File: src/hdl/mkds_pkg.sv
package mkds_pkg;

  localparam int ROWS = 4;
  localparam int COLS = 3;
  localparam int LABEL_COUNT = 12;
  localparam int SCAN_KEYS = (ROWS * COLS < LABEL_COUNT) ? ROWS * COLS : LABEL_COUNT;

  localparam int MATRIX_W = 12;
  localparam int CHAR_W = 8;
  localparam int PHASE_W = 2;
  localparam int DEBOUNCE_W = 10;
  localparam int TICK_W = 8;
  localparam int ELAPSED_W = 11;
  localparam int CFG_INDEX_W = 1;
  localparam int CFG_DATA_W = 10;

  localparam logic [CFG_INDEX_W-1:0] CFG_DEBOUNCE_TIME = 1'b0;
  localparam logic [CFG_INDEX_W-1:0] CFG_TICK_PERIOD = 1'b1;

  localparam logic [DEBOUNCE_W-1:0] DEBOUNCE_RESET = 10'd40;
  localparam logic [TICK_W-1:0] TICK_RESET = 8'd10;

  localparam logic [CHAR_W-1:0] NO_KEY = 8'h00;

  typedef logic [3:0] key_index_t;

  function automatic logic [CHAR_W-1:0] key_label(input key_index_t idx);
    logic [CHAR_W-1:0] label;
    unique case (idx)
      4'd0:    label = "1";
      4'd1:    label = "2";
      4'd2:    label = "3";
      4'd3:    label = "4";
      4'd4:    label = "5";
      4'd5:    label = "6";
      4'd6:    label = "7";
      4'd7:    label = "8";
      4'd8:    label = "9";
      4'd9:    label = "*";
      4'd10:   label = "0";
      4'd11:   label = "#";
      default: label = NO_KEY;
    endcase
    return label;
  endfunction

endpackage

File: src/hdl/mkds_if.sv
interface mkds_in_if;
  logic valid;
  logic ready;
  logic [mkds_pkg::MATRIX_W-1:0] key_matrix;

  modport source (output valid, output key_matrix, input ready);
  modport sink (input valid, input key_matrix, output ready);
endinterface

interface mkds_out_if;
  logic valid;
  logic ready;
  logic [mkds_pkg::CHAR_W-1:0] released_char;
  logic [mkds_pkg::PHASE_W-1:0] scan_phase;

  modport source (output valid, output released_char, output scan_phase, input ready);
  modport sink (input valid, input released_char, input scan_phase, output ready);
endinterface

File: src/hdl/mkds_scan.sv
module mkds_scan (
  input  logic [mkds_pkg::MATRIX_W-1:0] matrix,
  output logic [mkds_pkg::CHAR_W-1:0]   label
);

  always_comb begin
    label = mkds_pkg::NO_KEY;
    // Walk from the last key down so that the lowest-numbered pressed key wins.
    for (int i = mkds_pkg::SCAN_KEYS - 1; i >= 0; i--) begin
      if (matrix[i]) begin
        label = mkds_pkg::key_label(mkds_pkg::key_index_t'(i));
      end
    end
  end

endmodule

File: src/hdl/matrix_keypad_debounce_scanner_unit.sv
// Keypad scanner with debounce. Each request carries one tick's sample of the
// 4x3 key matrix and yields exactly one result holding the label of a key
// released on that tick (zero if none) and the scanner phase after the tick.
// A request is registered on acceptance and resolved by a priority encoder and
// a small state update once the output register is free or being read, so one
// request per cycle is sustained while results are taken; the output register
// lets a new request enter while a result waits to be taken. Configuration
// writes to the debounce time and tick period are registered when cfg_write_en is high.
module matrix_keypad_debounce_scanner_unit (
  input  logic                                  clk,
  input  logic                                  rst,
  input  logic                                  cfg_write_en,
  input  logic [mkds_pkg::CFG_INDEX_W-1:0]      cfg_index,
  input  logic [mkds_pkg::CFG_DATA_W-1:0]       cfg_data,
  mkds_in_if.sink                               keys,
  mkds_out_if.source                            result
);

  typedef enum logic [mkds_pkg::PHASE_W-1:0] {
    SCANNING = 2'd0,
    DEBOUNCE = 2'd1,
    HOLD     = 2'd2
  } phase_t;

  phase_t phase;
  phase_t phase_next;
  logic [mkds_pkg::CHAR_W-1:0] held_char;
  logic [mkds_pkg::CHAR_W-1:0] held_char_next;
  logic [mkds_pkg::ELAPSED_W-1:0] elapsed;
  logic [mkds_pkg::ELAPSED_W-1:0] elapsed_next;
  logic [mkds_pkg::ELAPSED_W:0] elapsed_sum;
  logic [mkds_pkg::CHAR_W-1:0] released_next;

  logic [mkds_pkg::DEBOUNCE_W-1:0] debounce_time;
  logic [mkds_pkg::TICK_W-1:0] tick_period;

  logic stage_valid;
  logic [mkds_pkg::MATRIX_W-1:0] stage_matrix;
  logic out_valid;
  logic [mkds_pkg::CHAR_W-1:0] out_released;
  logic [mkds_pkg::PHASE_W-1:0] out_phase;

  logic advance;
  logic take_in;
  logic [mkds_pkg::CHAR_W-1:0] key;

  mkds_scan u_scan (
    .matrix (stage_matrix),
    .label  (key)
  );

  assign advance = stage_valid && (!out_valid || result.ready);
  assign take_in = keys.valid && keys.ready;
  assign keys.ready = !stage_valid || advance;

  assign result.valid = out_valid;
  assign result.released_char = out_released;
  assign result.scan_phase = out_phase;

  assign elapsed_sum = {1'b0, elapsed} + {{(mkds_pkg::ELAPSED_W + 1 - mkds_pkg::TICK_W){1'b0}},
                                          tick_period};

  always_comb begin
    phase_next = phase;
    held_char_next = held_char;
    elapsed_next = elapsed;
    released_next = mkds_pkg::NO_KEY;
    unique case (phase)
      SCANNING: begin
        if (key != mkds_pkg::NO_KEY) begin
          held_char_next = key;
          elapsed_next = '0;
          phase_next = DEBOUNCE;
        end
      end
      DEBOUNCE: begin
        if (elapsed >= {1'b0, debounce_time}) begin
          phase_next = (key == held_char) ? HOLD : SCANNING;
        end
        elapsed_next = elapsed_sum[mkds_pkg::ELAPSED_W] ? '1
                                                         : elapsed_sum[mkds_pkg::ELAPSED_W-1:0];
      end
      HOLD: begin
        if (key != held_char) begin
          if (key == mkds_pkg::NO_KEY) begin
            released_next = held_char;
          end
          phase_next = SCANNING;
        end
      end
      default: begin
        phase_next = SCANNING;
      end
    endcase
  end

  always_ff @(posedge clk) begin
    if (rst) begin
      phase <= SCANNING;
      held_char <= mkds_pkg::NO_KEY;
      elapsed <= '0;
      debounce_time <= mkds_pkg::DEBOUNCE_RESET;
      tick_period <= mkds_pkg::TICK_RESET;
      stage_valid <= 1'b0;
      out_valid <= 1'b0;
    end else begin
      if (cfg_write_en) begin
        unique case (cfg_index)
          mkds_pkg::CFG_DEBOUNCE_TIME: debounce_time <= cfg_data[mkds_pkg::DEBOUNCE_W-1:0];
          mkds_pkg::CFG_TICK_PERIOD:   tick_period <= cfg_data[mkds_pkg::TICK_W-1:0];
          default: ;
        endcase
      end
      if (advance) begin
        phase <= phase_next;
        held_char <= held_char_next;
        elapsed <= elapsed_next;
      end
      if (take_in) begin
        stage_valid <= 1'b1;
      end else if (advance) begin
        stage_valid <= 1'b0;
      end
      if (advance) begin
        out_valid <= 1'b1;
      end else if (result.ready) begin
        out_valid <= 1'b0;
      end
    end
  end

  always_ff @(posedge clk) begin
    if (take_in) begin
      stage_matrix <= keys.key_matrix;
    end
    if (advance) begin
      out_released <= released_next;
      out_phase <= phase_next;
    end
  end

endmodule
File: src/flat_wrapper.sv
// flat-port wrapper written by rule: the top's interface ports become plain ports
module matrix_keypad_debounce_scanner_unit_flat 
  (clk, rst, cfg_write_en, cfg_index, cfg_data, keys_valid, keys_key_matrix, keys_ready, result_valid, result_released_char, result_scan_phase, result_ready);
  mkds_in_if keys_i ();
  mkds_out_if result_i ();
  input  logic clk;
  input  logic rst;
  input  logic cfg_write_en;
  input  logic [mkds_pkg::CFG_INDEX_W-1:0] cfg_index;
  input  logic [mkds_pkg::CFG_DATA_W-1:0] cfg_data;
  input wire logic [$bits(keys_i.valid)-1:0] keys_valid;
  input wire logic [$bits(keys_i.key_matrix)-1:0] keys_key_matrix;
  output wire logic [$bits(keys_i.ready)-1:0] keys_ready;
  output wire logic [$bits(result_i.valid)-1:0] result_valid;
  output wire logic [$bits(result_i.released_char)-1:0] result_released_char;
  output wire logic [$bits(result_i.scan_phase)-1:0] result_scan_phase;
  input wire logic [$bits(result_i.ready)-1:0] result_ready;
  assign keys_i.valid = keys_valid;
  assign keys_i.key_matrix = keys_key_matrix;
  assign keys_ready = keys_i.ready;
  assign result_valid = result_i.valid;
  assign result_released_char = result_i.released_char;
  assign result_scan_phase = result_i.scan_phase;
  assign result_i.ready = result_ready;
  matrix_keypad_debounce_scanner_unit u_core (.clk(clk), .rst(rst), .cfg_write_en(cfg_write_en), .cfg_index(cfg_index), .cfg_data(cfg_data), .keys(keys_i), .result(result_i));
endmodule
File: config.mk
export PLATFORM = sky130hd
export DESIGN_NAME = matrix_keypad_debounce_scanner_unit_flat
export DESIGN_NICKNAME = d
export VERILOG_FILES = /design/src/hdl/mkds_pkg.sv /design/src/hdl/mkds_if.sv /design/src/hdl/mkds_scan.sv /design/src/hdl/matrix_keypad_debounce_scanner_unit.sv /design/src/flat_wrapper.sv
export SDC_FILE = /design/constraint.sdc
export NUM_CORES = 1
export LEC_CHECK = 0
export BUFFER_PORTS_ARGS = -buffer_cell sky130_fd_sc_hd__buf_2
export CORE_MARGIN = 2
export CORE_UTILIZATION = 51
export DETAILED_ROUTE_END_ITERATION = 16
export PLACE_DENSITY_LB_ADDON = 0.3
export SLEW_MARGIN = 20
export SYNTH_ARGS = -nofsm -noshare
export SYNTH_HDL_FRONTEND = slang
export SYNTH_SLANG_ARGS = --single-unit
File: constraint.sdc
create_clock -name clk -period 4.05 [get_ports clk]
set_clock_uncertainty 0.05 [all_clocks]
set_input_delay 0.405 -clock clk [delete_from_list [all_inputs] [get_ports clk]]
set_output_delay 0.405 -clock clk [all_outputs]
set_load 0.02 [all_outputs]
==> flow_summary_export.csv <==
group,metric,value,unit
run_status,status,"finished, final reports clean",
yosys,syn_avg_cell_area,9.10,um^2
setup_path,crit_path_top_delay_cell,"nor4_4",
clock_tree,clkTransAtPathRegs,0.06,ns
cells_and_area,fin_nets,415,
detailed_routing,drc_errors,0,
die,num_rows,27,
detailed_routing,routed_wl,5890,um
clock_tree,cts_tree,"yes",
detailed_routing,wire_per_inst,13.2,um
cells_and_area,n_antenna_cell,0,
grt,grt_overflow_total,0,
detailed_routing,drt-pass1-iter-count,4,
detailed_routing,drt_iter0_markers,140,
setup_path,cpMostUsedCell,"o2111ai_1",
clock_tree,clk_path_buf_depth,2,
clock_tree,clock_sinks,59,
setup_path,slowest_delay,0.48,ns
setup_path,crit_buf_inv,0,
detailed_routing,vias,2387,
die,die_h,80.9,um
yosys,synth_edf_count,20,
placement,portBuffers,37,
setup_path,cp_top_family,"simple AND/OR/NAND/NOR gates",
pwr,leakagePower,1.35,nW
grt,grt_use_total,0.201,
detailed_routing,viasPerCell,5.36,
timing,setup_violations,0,
cells_and_area,multiInputGateArea,1490,um^2
placement,pre_cts_slack,1.67,ns
yosys,synthCells,331,
setup_path,crit_arrival,2.47,ns
die,ios,40,
grt,grt_pass1_wl,9980,um
clock_tree,cts_hold_buffers,0,
placement,dp_hpwl,4330,um
cells_and_area,nFillCells,503,
yosys,ys.flop_type,"dfxtp_1",
pwr,powerDensity,375,nW/um^2
setup_path,endpoint_kind,"flip-flop",
clock_tree,clk_latency,0.35,ns
setup_path,required,4.09,ns
setup_path,cp-start-kind,"flip-flop",
yosys,syn_area,3010,um^2
clock_tree,post_cts_buffers,0,
clock_tree,h-tree-depth,3,
setup_path,path_cells,"nor4_4 -> o2111ai_1 -> o31ai_1 -> o2111ai_1 -> nor3b_2 -> and2_1",
cells_and_area,regArea,1380,um^2
yosys,synthDistinctLibCells,47,
die,start_util,0.537,
clock_tree,ctsResizeCount,0,
timing,fin_tns_setup,0,ns
cells_and_area,synthToLayoutAreaGrowth,13.2,%
die,die_width,80.9,um
grt,antenna_found_initial,0,
cells_and_area,drive_gt1_frac,0.150,
timing,slew_violations,0,
timing,relSlewSlack,0.304,
timing,period_needed,2.42,ns
timing,rsz0062_at_grt,"false",
clock_tree,clock-root-buffer,"clkbuf_8",
setup_path,path_max_fanout,7,
placement,gp_congestion,0.875,
timing,period_share,0.598,
placement,place_inst,429,
yosys,ys_seq_area_frac,0.458,
min_path,hold_path.class,"in -> reg",
die,core_area,5610,um^2
detailed_routing,postRouteAntennaNets,0,
yosys,ys_async_sr_fraction,0,
cells_and_area,fin_util,0.608,
yosys,ys_seq_elements,59,
clock_tree,numCtsBuffers,9,
cells_and_area,finalNonFillerCells,445,
timing,max_freq,413,MHz
flow_run,maxCapViolCount,0,
yosys,ys.warnings.count,0,
setup_path,critPathKind,"reg -> reg",
grt,grt_pass1_vias,2245,
grt,grt_max_degree,36,
timing,hold_viol_final,0,
timing,setup_slack,1.63,ns
die,dieArea,6540,um^2
pwr,ir_worst_vdd,0.000228,V
timing,tightest_slew,1.03,ns
per-stage QoR:
stage	cell area (um^2)	hold WS [ns]	power (mW)
after floorplan	3020	0.386	0.754
after global placement	3220	0.395	0.786
after detailed placement	3220	0.398	0.788
after CTS	3410	0.180	1.29
after global routing	3410	0.185	1.33
final	3410	0.188	1.28
synth_stat cells, types with 4 or more instances:
cell type  number  area share
a21oi_1        37       0.061
ha_1           18       0.075
o21a_1          5       0.012
nand2b_1        6       0.012
nor2b_1         7       0.015
nand3_1         8       0.013
dfxtp_1        39        0.26
a21o_1          5       0.012
edfxtp_1       20        0.20
nand2_1        45       0.056
xor2_1          4       0.012
a211oi_1        9       0.022
and2_1         10       0.021
o211ai_1        4       0.010
nor3_1          9       0.015
clkbuf_1        8       0.010
nor2_1         28       0.035
inv_1          21       0.026
o21ai_0         8       0.013
cells in the final DEF, fill, tap and decap left out, drive strengths merged, types with 5 or more instances in the layout:
| master | netlist | routed |
|---|---|---|
| nand2 | 45 | 45 |
| o21ai | 9 | 9 |
| inv | 21 | 21 |
| nor2b | 7 | 7 |
| ha | 18 | 18 |
| and2 | 10 | 10 |
| a211oi | 9 | 9 |
| nand2b | 6 | 6 |
| a21o | 5 | 5 |
| buf | 4 | 37 |
| a21oi | 37 | 37 |
| edfxtp | 20 | 20 |
| nor2 | 28 | 28 |
| clkbuf | 8 | 13 |
| nor3 | 10 | 10 |
| o21a | 5 | 5 |
| nand3 | 8 | 8 |
| dfxtp | 39 | 39 |
state kept, by name, summed over array words and instances, names as in the netlist, 2 cells and up:
| register | cells |
|---|---|
| u_core.result.scan_phase | 2 |
| u_core.tick_period | 8 |
| u_core.held_char | 6 |
| u_core.elapsed | 11 |
| u_core.debounce_time | 10 |
| u_core.stage_matrix | 12 |
| u_core.phase | 2 |
| u_core.result.released_char | 6 |
path summary, 6_finish.rpt:
path	endpoint	slack, ns	startpoint	cells past startpoint
setup / recovery	u_core.result.released_char[0]$_SDFFCE_PN0P_	1.63	u_core.stage_matrix[6]$_DFFE_PP_	6
hold / removal	u_core.stage_matrix[8]$_DFFE_PP_	0.19	keys_key_matrix[8]	1
setup reg to reg	u_core.result.released_char[0]$_SDFFCE_PN0P_	1.63	u_core.stage_matrix[6]$_DFFE_PP_	6
hold reg to reg	u_core.debounce_time[7]$_SDFFE_PP0P_	0.40	u_core.debounce_time[7]$_SDFFE_PP0P_	2
layout make-up:
class                      count  area share
inverter                      21      0.0231
timing repair buffer          37      0.0543
clock buffer                  13      0.0499
tap                           72      0.0264
sequential                    59       0.405
clock inverter                 3     0.00587
multi-input combinational    240       0.435
kinds of logic after synthesis:
group                    synth area share
buffers and inverters              0.0498
adder cells (fa/ha/maj)            0.0814
flip-flops                          0.458
other                             0.00124
AND/OR/NAND/NOR                     0.201
AO/OA/AOI/OAI                       0.184
multiplexers                      0.00332
XOR/XNOR                           0.0203
power breakdown:
| part | leakage (nW) | internal (mW) | switching (mW) |
|---|---|---|---|
| registers | 0.510 | 0.639 | 0.0214 |
| logic | 0.748 | 0.0462 | 0.0706 |
| clock network | 0.0908 | 0.275 | 0.227 |
| total | 1.35 | 0.960 | 0.319 |
routing by layer:
layer	track usage	routed length, um	vias up
met5	0	0	-
met4	0.107	124	0
met3	0.0389	293	10
met2	0.291	2400	63
met1	0.284	3080	1073
li1	-	-	1241
No activity file was read; power rests on OpenSTA's default activity.
